<file path="src/rtl/core/srw_pkg.sv">
// srw_pkg: shared types and constants of the selective-repeat receive window.
// Reply kinds, sequencer states and the control/status bundles of the slide unit.
// No dependencies.
package srw_pkg;

    localparam int CFG_W   = 6;
    localparam int COUNT_W = 6;
    localparam int KIND_W  = 2;

    localparam logic [CFG_W-1:0] WINDOW_RESET = 6'd4;

    typedef enum logic [KIND_W-1:0] {
        KIND_ACK     = 2'd0,
        KIND_NACK    = 2'd1,
        KIND_IGNORED = 2'd2,
        KIND_DONE    = 2'd3
    } reply_kind_t;

    typedef enum logic [1:0] {
        ST_IDLE,
        ST_EVAL,
        ST_SLIDE,
        ST_DONE
    } srw_state_t;

    typedef struct packed {
        logic clear_cnt;
        logic set_mark;
        logic shift;
    } slide_ctrl_t;

    typedef struct packed {
        logic head_set;
        logic cnt_full;
    } slide_stat_t;

endpackage

</file>
<file path="src/rtl/core/selective_repeat_receiver_window_unit.sv">
// selective_repeat_receiver_window_unit: receive side of a selective-repeat window.
// Sequencer around srw_classify and the bit-serial slide unit srw_slide.
// Depends on srw_pkg, srw_classify, srw_slide.
//
//  channel | ports                                     | direction
//  --------+-------------------------------------------+----------
//  header  | s_valid s_ready s_seq_num s_damaged       | in
//          | s_end_marker                              |
//  reply   | m_valid m_ready m_reply_kind m_reply_seq  | out
//          | m_release_count m_release_first m_new_base|
//  config  | cfg_valid cfg_ready cfg_window_size       | in
//
// A header goes from transfer to the evaluate state and, when not damaged, to the
// slide state, where the slide unit moves the base one slot a cycle while the head
// slot is marked. Damaged headers and headers from the end marker on skip it.
// s_ready is high only while the sequencer is idle; the reply sits in an output
// register, so the next header is taken while the reply waits for m_ready.
// Synchronous active-low reset: base 0, marks cleared, window size 4.
module selective_repeat_receiver_window_unit #(
    parameter int SEQ_BITS   = 16,
    parameter int WINDOW_MAX = 32
) (
    input  logic                         aclk,
    input  logic                         aresetn,
    input  logic                         s_valid,
    output logic                         s_ready,
    input  logic [SEQ_BITS-1:0]          s_seq_num,
    input  logic                         s_damaged,
    input  logic                         s_end_marker,
    output logic                         m_valid,
    input  logic                         m_ready,
    output logic [srw_pkg::KIND_W-1:0]   m_reply_kind,
    output logic [SEQ_BITS-1:0]          m_reply_seq,
    output logic [srw_pkg::COUNT_W-1:0]  m_release_count,
    output logic [SEQ_BITS-1:0]          m_release_first,
    output logic [SEQ_BITS-1:0]          m_new_base,
    input  logic                         cfg_valid,
    output logic                         cfg_ready,
    input  logic [srw_pkg::CFG_W-1:0]    cfg_window_size
);
    import srw_pkg::*;

    localparam int IDX_W = $clog2(WINDOW_MAX);
    localparam int CNT_W = $clog2(WINDOW_MAX + 1);

    srw_state_t state_reg, state_next;

    logic [CFG_W-1:0]    win_reg;
    logic                finished_reg, finished_next;
    logic [SEQ_BITS-1:0] seq_reg;
    logic                dmg_reg;
    logic                end_reg;
    reply_kind_t         kind_reg;
    logic [SEQ_BITS-1:0] rseq_reg;
    logic [SEQ_BITS-1:0] first_reg;

    logic                m_valid_reg, m_valid_next;
    logic [KIND_W-1:0]   out_kind_reg;
    logic [SEQ_BITS-1:0] out_rseq_reg;
    logic [COUNT_W-1:0]  out_count_reg;
    logic [SEQ_BITS-1:0] out_first_reg;
    logic [SEQ_BITS-1:0] out_base_reg;

    reply_kind_t         cls_kind;
    logic [SEQ_BITS-1:0] cls_rseq;
    logic                cls_in_window;
    logic [IDX_W-1:0]    cls_idx;
    logic                cls_slide;

    slide_ctrl_t         sl_ctrl;
    slide_stat_t         sl_stat;
    logic [CNT_W-1:0]    sl_cnt;
    logic [SEQ_BITS-1:0] sl_base;

    logic s_xfer;
    logic load_out;
    logic eval_en;

    srw_classify #(
        .SEQ_BITS   (SEQ_BITS),
        .WINDOW_MAX (WINDOW_MAX)
    ) u_classify (
        .seq        (seq_reg),
        .base       (sl_base),
        .win_cfg    (win_reg),
        .damaged    (dmg_reg),
        .end_marker (end_reg),
        .finished   (finished_reg),
        .kind       (cls_kind),
        .rseq       (cls_rseq),
        .in_window  (cls_in_window),
        .mark_idx   (cls_idx),
        .slide_en   (cls_slide)
    );

    srw_slide #(
        .SEQ_BITS   (SEQ_BITS),
        .WINDOW_MAX (WINDOW_MAX)
    ) u_slide (
        .aclk    (aclk),
        .aresetn (aresetn),
        .ctrl    (sl_ctrl),
        .set_idx (cls_idx),
        .stat    (sl_stat),
        .cnt     (sl_cnt),
        .base    (sl_base)
    );

    assign cfg_ready = 1'b1;
    assign s_xfer    = s_valid && s_ready;

    // next state
    always_comb begin
        state_next = state_reg;
        unique case (state_reg)
            ST_IDLE: begin
                if (s_valid) begin
                    state_next = ST_EVAL;
                end
            end
            ST_EVAL: begin
                state_next = cls_slide ? ST_SLIDE : ST_DONE;
            end
            ST_SLIDE: begin
                if (!sl_stat.head_set || sl_stat.cnt_full) begin
                    state_next = ST_DONE;
                end
            end
            ST_DONE: begin
                if (!m_valid_reg || m_ready) begin
                    state_next = ST_IDLE;
                end
            end
            default: state_next = ST_IDLE;
        endcase
    end

    // sequencer outputs
    always_comb begin
        s_ready  = 1'b0;
        eval_en  = 1'b0;
        load_out = 1'b0;
        sl_ctrl  = '0;
        unique case (state_reg)
            ST_IDLE: begin
                s_ready = 1'b1;
            end
            ST_EVAL: begin
                eval_en           = 1'b1;
                sl_ctrl.clear_cnt = 1'b1;
                sl_ctrl.set_mark  = cls_in_window;
            end
            ST_SLIDE: begin
                sl_ctrl.shift = sl_stat.head_set && !sl_stat.cnt_full;
            end
            ST_DONE: begin
                load_out = !m_valid_reg || m_ready;
            end
            default: begin
                s_ready = 1'b0;
            end
        endcase
    end

    always_comb begin
        finished_next = finished_reg;
        if (eval_en && (cls_kind == KIND_DONE)) begin
            finished_next = 1'b1;
        end
    end

    always_comb begin
        m_valid_next = m_valid_reg;
        if (load_out) begin
            m_valid_next = 1'b1;
        end else if (m_ready) begin
            m_valid_next = 1'b0;
        end
    end

    always_ff @(posedge aclk) begin
        if (!aresetn) begin
            state_reg    <= ST_IDLE;
            win_reg      <= WINDOW_RESET;
            finished_reg <= 1'b0;
            m_valid_reg  <= 1'b0;
        end else begin
            state_reg    <= state_next;
            finished_reg <= finished_next;
            m_valid_reg  <= m_valid_next;
            if (cfg_valid && cfg_ready) begin
                win_reg <= cfg_window_size;
            end
        end
    end

    always_ff @(posedge aclk) begin
        if (s_xfer) begin
            seq_reg <= s_seq_num;
            dmg_reg <= s_damaged;
            end_reg <= s_end_marker;
        end
        if (eval_en) begin
            kind_reg  <= cls_kind;
            rseq_reg  <= cls_rseq;
            first_reg <= sl_base;
        end
        if (load_out) begin
            out_kind_reg  <= kind_reg;
            out_rseq_reg  <= rseq_reg;
            out_count_reg <= COUNT_W'(sl_cnt);
            out_first_reg <= first_reg;
            out_base_reg  <= sl_base;
        end
    end

    assign m_valid         = m_valid_reg;
    assign m_reply_kind    = out_kind_reg;
    assign m_reply_seq     = out_rseq_reg;
    assign m_release_count = out_count_reg;
    assign m_release_first = out_first_reg;
    assign m_new_base      = out_base_reg;

endmodule

</file>
<file path="src/rtl/core/srw_classify.sv">
// srw_classify: sorts one packet header against the receive window.
// Clamps the window size, computes the distance ahead of and behind the base.
// Depends on srw_pkg.
module srw_classify #(
    parameter int SEQ_BITS   = 16,
    parameter int WINDOW_MAX = 32,
    localparam int IDX_W     = $clog2(WINDOW_MAX)
) (
    input  logic [SEQ_BITS-1:0]        seq,
    input  logic [SEQ_BITS-1:0]        base,
    input  logic [srw_pkg::CFG_W-1:0]  win_cfg,
    input  logic                       damaged,
    input  logic                       end_marker,
    input  logic                       finished,
    output srw_pkg::reply_kind_t       kind,
    output logic [SEQ_BITS-1:0]        rseq,
    output logic                       in_window,
    output logic [IDX_W-1:0]           mark_idx,
    output logic                       slide_en
);
    import srw_pkg::*;

    localparam int WIN_W  = $clog2(WINDOW_MAX + 1);
    localparam int MAX_AB = (SEQ_BITS > WIN_W) ? SEQ_BITS : WIN_W;
    localparam int MAX_W  = (MAX_AB > CFG_W) ? MAX_AB : CFG_W;
    localparam int CMP_W  = MAX_W + 1;

    logic [CMP_W-1:0]    cfg_ext;
    logic [CMP_W-1:0]    max_ext;
    logic [CMP_W-1:0]    eff_win;
    logic [SEQ_BITS-1:0] ahead;
    logic [SEQ_BITS-1:0] behind;
    logic [CMP_W-1:0]    ahead_ext;
    logic [CMP_W-1:0]    behind_ext;
    logic                closing;

    assign cfg_ext = CMP_W'(win_cfg);
    assign max_ext = CMP_W'(WINDOW_MAX);

    // zero acts as one, anything above the storage acts as the storage size
    always_comb begin
        if (cfg_ext == '0) begin
            eff_win = CMP_W'(1);
        end else if (cfg_ext > max_ext) begin
            eff_win = max_ext;
        end else begin
            eff_win = cfg_ext;
        end
    end

    assign ahead      = seq - base;
    assign behind     = base - seq;
    assign ahead_ext  = CMP_W'(ahead);
    assign behind_ext = CMP_W'(behind);
    assign mark_idx   = ahead_ext[IDX_W-1:0];
    assign closing    = finished || end_marker;

    always_comb begin
        kind      = KIND_IGNORED;
        rseq      = '0;
        in_window = 1'b0;
        slide_en  = 1'b0;
        if (closing) begin
            kind = KIND_DONE;
        end else if (damaged) begin
            kind = KIND_NACK;
        end else begin
            slide_en = 1'b1;
            if (ahead_ext < eff_win) begin
                kind      = KIND_ACK;
                rseq      = seq;
                in_window = 1'b1;
            end else if ((behind_ext != '0) && (behind_ext <= eff_win)) begin
                // duplicate just below the base, ack again
                kind = KIND_ACK;
                rseq = seq;
            end
        end
    end

endmodule

</file>
<file path="src/rtl/core/srw_slide.sv">
// srw_slide: received-mark bitmap, window base and release counter.
// Slides the base one slot per cycle while the shift control is asserted.
// Depends on srw_pkg.
module srw_slide #(
    parameter int SEQ_BITS   = 16,
    parameter int WINDOW_MAX = 32,
    localparam int IDX_W     = $clog2(WINDOW_MAX),
    localparam int CNT_W     = $clog2(WINDOW_MAX + 1)
) (
    input  logic                 aclk,
    input  logic                 aresetn,
    input  srw_pkg::slide_ctrl_t ctrl,
    input  logic [IDX_W-1:0]     set_idx,
    output srw_pkg::slide_stat_t stat,
    output logic [CNT_W-1:0]     cnt,
    output logic [SEQ_BITS-1:0]  base
);
    import srw_pkg::*;

    logic [WINDOW_MAX-1:0] marks_reg, marks_next;
    logic [SEQ_BITS-1:0]   base_reg, base_next;
    logic [CNT_W-1:0]      cnt_reg, cnt_next;

    always_comb begin
        marks_next = marks_reg;
        base_next  = base_reg;
        cnt_next   = cnt_reg;
        if (ctrl.clear_cnt) begin
            cnt_next = '0;
        end
        if (ctrl.set_mark) begin
            marks_next[set_idx] = 1'b1;
        end
        if (ctrl.shift) begin
            marks_next = {1'b0, marks_reg[WINDOW_MAX-1:1]};
            base_next  = base_reg + SEQ_BITS'(1);
            cnt_next   = cnt_reg + CNT_W'(1);
        end
    end

    always_ff @(posedge aclk) begin
        if (!aresetn) begin
            marks_reg <= '0;
            base_reg  <= '0;
            cnt_reg   <= '0;
        end else begin
            marks_reg <= marks_next;
            base_reg  <= base_next;
            cnt_reg   <= cnt_next;
        end
    end

    assign stat.head_set = marks_reg[0];
    assign stat.cnt_full = (cnt_reg == CNT_W'(WINDOW_MAX));
    assign cnt           = cnt_reg;
    assign base          = base_reg;

endmodule
</file>
<file path="config.mk">
export PLATFORM = sky130hd
export DESIGN_NAME = selective_repeat_receiver_window_unit
export DESIGN_NICKNAME = d
export VERILOG_FILES = /design/src/rtl/core/srw_pkg.sv /design/src/rtl/core/selective_repeat_receiver_window_unit.sv /design/src/rtl/core/srw_classify.sv /design/src/rtl/core/srw_slide.sv
export SDC_FILE = /design/constraint.sdc
export NUM_CORES = 1
export LEC_CHECK = 0
export BUFFER_PORTS_ARGS = -buffer_cell sky130_fd_sc_hd__buf_2
export CAP_MARGIN = 20
export CORE_MARGIN = 2
export CORE_UTILIZATION = 47
export CTS_BUF_LIST = sky130_fd_sc_hd__clkbuf_2 sky130_fd_sc_hd__clkbuf_4 sky130_fd_sc_hd__clkbuf_8
export DETAILED_ROUTE_END_ITERATION = 12
export PLACE_DENSITY = 0.64
export SLEW_MARGIN = 15
export SYNTH_ARGS = -nofsm -noshare
export SYNTH_HDL_FRONTEND = slang
export SYNTH_SLANG_ARGS = --single-unit
</file>
<file path="constraint.sdc">
create_clock -name aclk -period 10.87 [get_ports aclk]
set_input_delay 2.174 -clock aclk [delete_from_list [all_inputs] [get_ports aclk]]
set_output_delay 2.174 -clock aclk [all_outputs]
set_load 0.01 [all_outputs]
</file>
==> metrics.yaml <==
status: "completed"
r2r_end: "kind_reg[1]"
synth_compound_area_frac: 0.117
synth-simple-area-share: 0.183
cap_violations: 0
fin_tns_setup_ps: 0
dieArea_mm2: 0.0189
finalMaxSlewViolations: 0
fin_skew_ps: 13.3
start_kind: "register"
clockRootBuffer: "clkbuf_8"
antennaDiodeCount: 0
synth_cell_types: 70
wl_mm: 17.1
grt_pass1_wl_mm: 27.8
grt_start_max_net_pins: 67
fin_nets: 960
ys_ff_latch: 172
first_pass_iters: 5
finalCritPeriodShare: 0.479
drc: 0
initial_core_util: 0.484
grt_pass1_vias: 5331
startpoint: "u_slide.base[0]"
finalSetupViolations: 0
critPathCapture: "kind_reg[1]"
hpwl_mm: 12.0
powerDensity_mw_per_mm2: 190
cts_tree: "yes"
initialDrtViolationCount: 418
yosys_warnings: 0
wire_per_inst_um: 15.3
synthAdderAreaFrac: 0.0763
core_mm2: 0.0174
numPortBuffers: 86
critPathKind: "register to register"
rows: 48
hold_violations: 0
min_path_type: "register to register"
syn_inst: 805
antenna_found_initial: 0
largest_reg_flops: 32
clk_pin_slew_ps: 90
muxShareOfSynthArea: 0.0145
crit_path_end_kind: "register"
synth_xor_area_frac: 0.0271
clk_path_buf_depth: 2
syn_area_per_cell_um2: 10.4
postCtsResizedCells: 0
ctsHoldBuffers: 0
floorplan.die.height_um: 138
vias: 5919
syn-num-nets: 884
drive_gt1_frac: 0.169
pre_cts_ws_ps: 5660
fin_crit_ps: 5210
antenna_left: 0
synth_edf_count: 108
vdd_drop_max_mv: 0.0844
cp.arrival_ps: 5440
synth_top_family_by_area: "simple AND/OR/NAND/NOR gates"
clk_latency_ps: 470
rrSetupSlack_ps: 5660
max_slew_margin: 0.350
cts_sinks: 172
cts_inserted_buffers: 17
die_w_um: 138
slowest_delay_ps: 780
htreeDepth: 4
slowest_stage: "a2111oi_4"
syn_to_final_growth_pct: 12.6
max_freq_ghz: 0.192
gp_congestion: 0.932
worst_pin_slew_ps: 975
vias_per_cell: 5.29
grt_overflow: 0
power_leakage_nw: 3.74
pin_count: 88
synthesis.area_mm2: 0.00839
synthArstFlopShare: 0
synth_ff_type: "edfxtp_1"
rr_worst_depth: 15
grt_usage: 0.191
path_cells: "ha_1, inv_1, fa_1, a21o_2, a21oi_1, xor2_1, inv_1, ha_1, o21ai_0, a31oi_1, or4_1, or4_4, a2111oi_4, a31oi_4, a211o_1"
crit_required_ps: 11100
worst_slack_ps: 5660
rsz0062_at_grt: "no"
critPathMaxFanout: 17
worstReg2RegStart: "u_slide.base[0]"
seq_area_frac_synth: 0.539
cts_setup_buffers: 0
cells in the mapped netlist, drive strengths merged, types with 5 or more instances:
cell type / instances / area [um2]
nor2b: 16 / 100
dfxtp: 64 / 1280
a31oi: 7 / 58.8
edfxtp: 108 / 3240
nor3: 23 / 165
inv: 48 / 180
and3: 10 / 62.6
buf: 13 / 97.6
nand2b: 5 / 31.3
nand3: 19 / 120
mux2i: 11 / 110
xor2: 7 / 61.3
a21o: 11 / 87.6
o211ai: 8 / 65.1
clkbuf: 19 / 71.3
nor2: 32 / 120
ha: 48 / 601
o21ai: 52 / 264
nand2: 168 / 631
and2: 22 / 138
a21oi: 31 / 155
a211oi: 5 / 42.5
xnor2: 19 / 166
layer usage:
layer	global-route usage	part of all wire	up-vias
li1	-	-	2961
met1	0.281	0.50	2800
met2	0.280	0.44	141
met3	0.0401	0.047	17
met4	0.0590	0.015	0
met5	0	0	-
cell families (layout without fill, tap and decap cells):
family	count (synthesis)	count (layout)
AND/OR/NAND/NOR	315	315
flip-flops	172	172
AO/OA/AOI/OAI	148	148
buffers and inverters	81	170
adder cells (fa/ha/maj)	50	50
XOR/XNOR	26	26
multiplexers	12	12
other	1	1
stage by stage:
step	hold WS (ps)	power [mW]	instance area [um2]	utilization	instances
floorplan	400	1.17	8390	-	805
global placement	402	1.28	8970	0.517	1087
detailed placement	405	1.29	8970	0.517	1087
CTS	418	1.82	9450	0.544	1119
global route	427	1.90	9450	0.544	1119
finish	416	1.80	9450	0.544	1119
cells in the final DEF, fill, tap and decap left out, drive strengths merged, types with 3 or more instances in the layout:
| cell type | n |
|---|---|
| or3 | 3 |
| a21oi | 31 |
| nand3 | 19 |
| bufinv | 5 |
| nor4 | 3 |
| nor2 | 32 |
| nor3b | 4 |
| a211o | 3 |
| a21o | 11 |
| nor3 | 23 |
| mux2i | 11 |
| nor2b | 16 |
| edfxtp | 108 |
| buf | 89 |
| and3 | 10 |
| nand4 | 3 |
| dfxtp | 64 |
| nand3b | 3 |
| xnor2 | 19 |
| o21ai | 52 |
| a211oi | 5 |
| ha | 48 |
| nand2 | 168 |
| nand2b | 5 |
| o211ai | 8 |
| inv | 53 |
| o2111ai | 3 |
| clkbuf | 18 |
| and2 | 22 |
| xor2 | 7 |
| clkinvlp | 3 |
| a21boi | 4 |
| a31oi | 7 |
worst min path at each step:
stage | to | from | cells after the start | slack (ps)
6_report | m_release_first[12] | first_reg[12] | 0 | 420
5_1_grt | m_release_first[12] | first_reg[12] | 0 | 430
4_1_cts | m_release_first[12] | first_reg[12] | 0 | 420
3_5_place_dp | m_release_first[13] | first_reg[13] | 0 | 400
3_3_place_gp | m_release_first[2] | first_reg[2] | 0 | 400
2_1_floorplan | m_release_first[0] | first_reg[0] | 0 | 400
cell type report:
cell class              instances  area (um2)
clock buffers                  18         241
clock inverters                14         233
fillers                      1538        7910
inverters                      49         184
multi-input cells             552        3530
flip-flops and latches        172        4520
well taps                     225         282
repair buffers                 89         453
report_power, final:
group | internal [mW] | total, mW | switching, mW
clock network | 0.282 | 0.528 | 0.246
logic | 0.138 | 0.417 | 0.280
registers | 0.823 | 0.854 | 0.0314
total | 1.24 | 1.80 | 0.556
worst max-delay path, delay by kind of cell (launching register included):
family,cells,cell delay [ps]
AO/OA/AOI/OAI,7,2000
XOR/XNOR,1,290
flip-flops,1,470
adder cells (fa/ha/maj),3,940
buffers and inverters,2,190
AND/OR/NAND/NOR,2,1080
(Power assumes the default switching activity.)
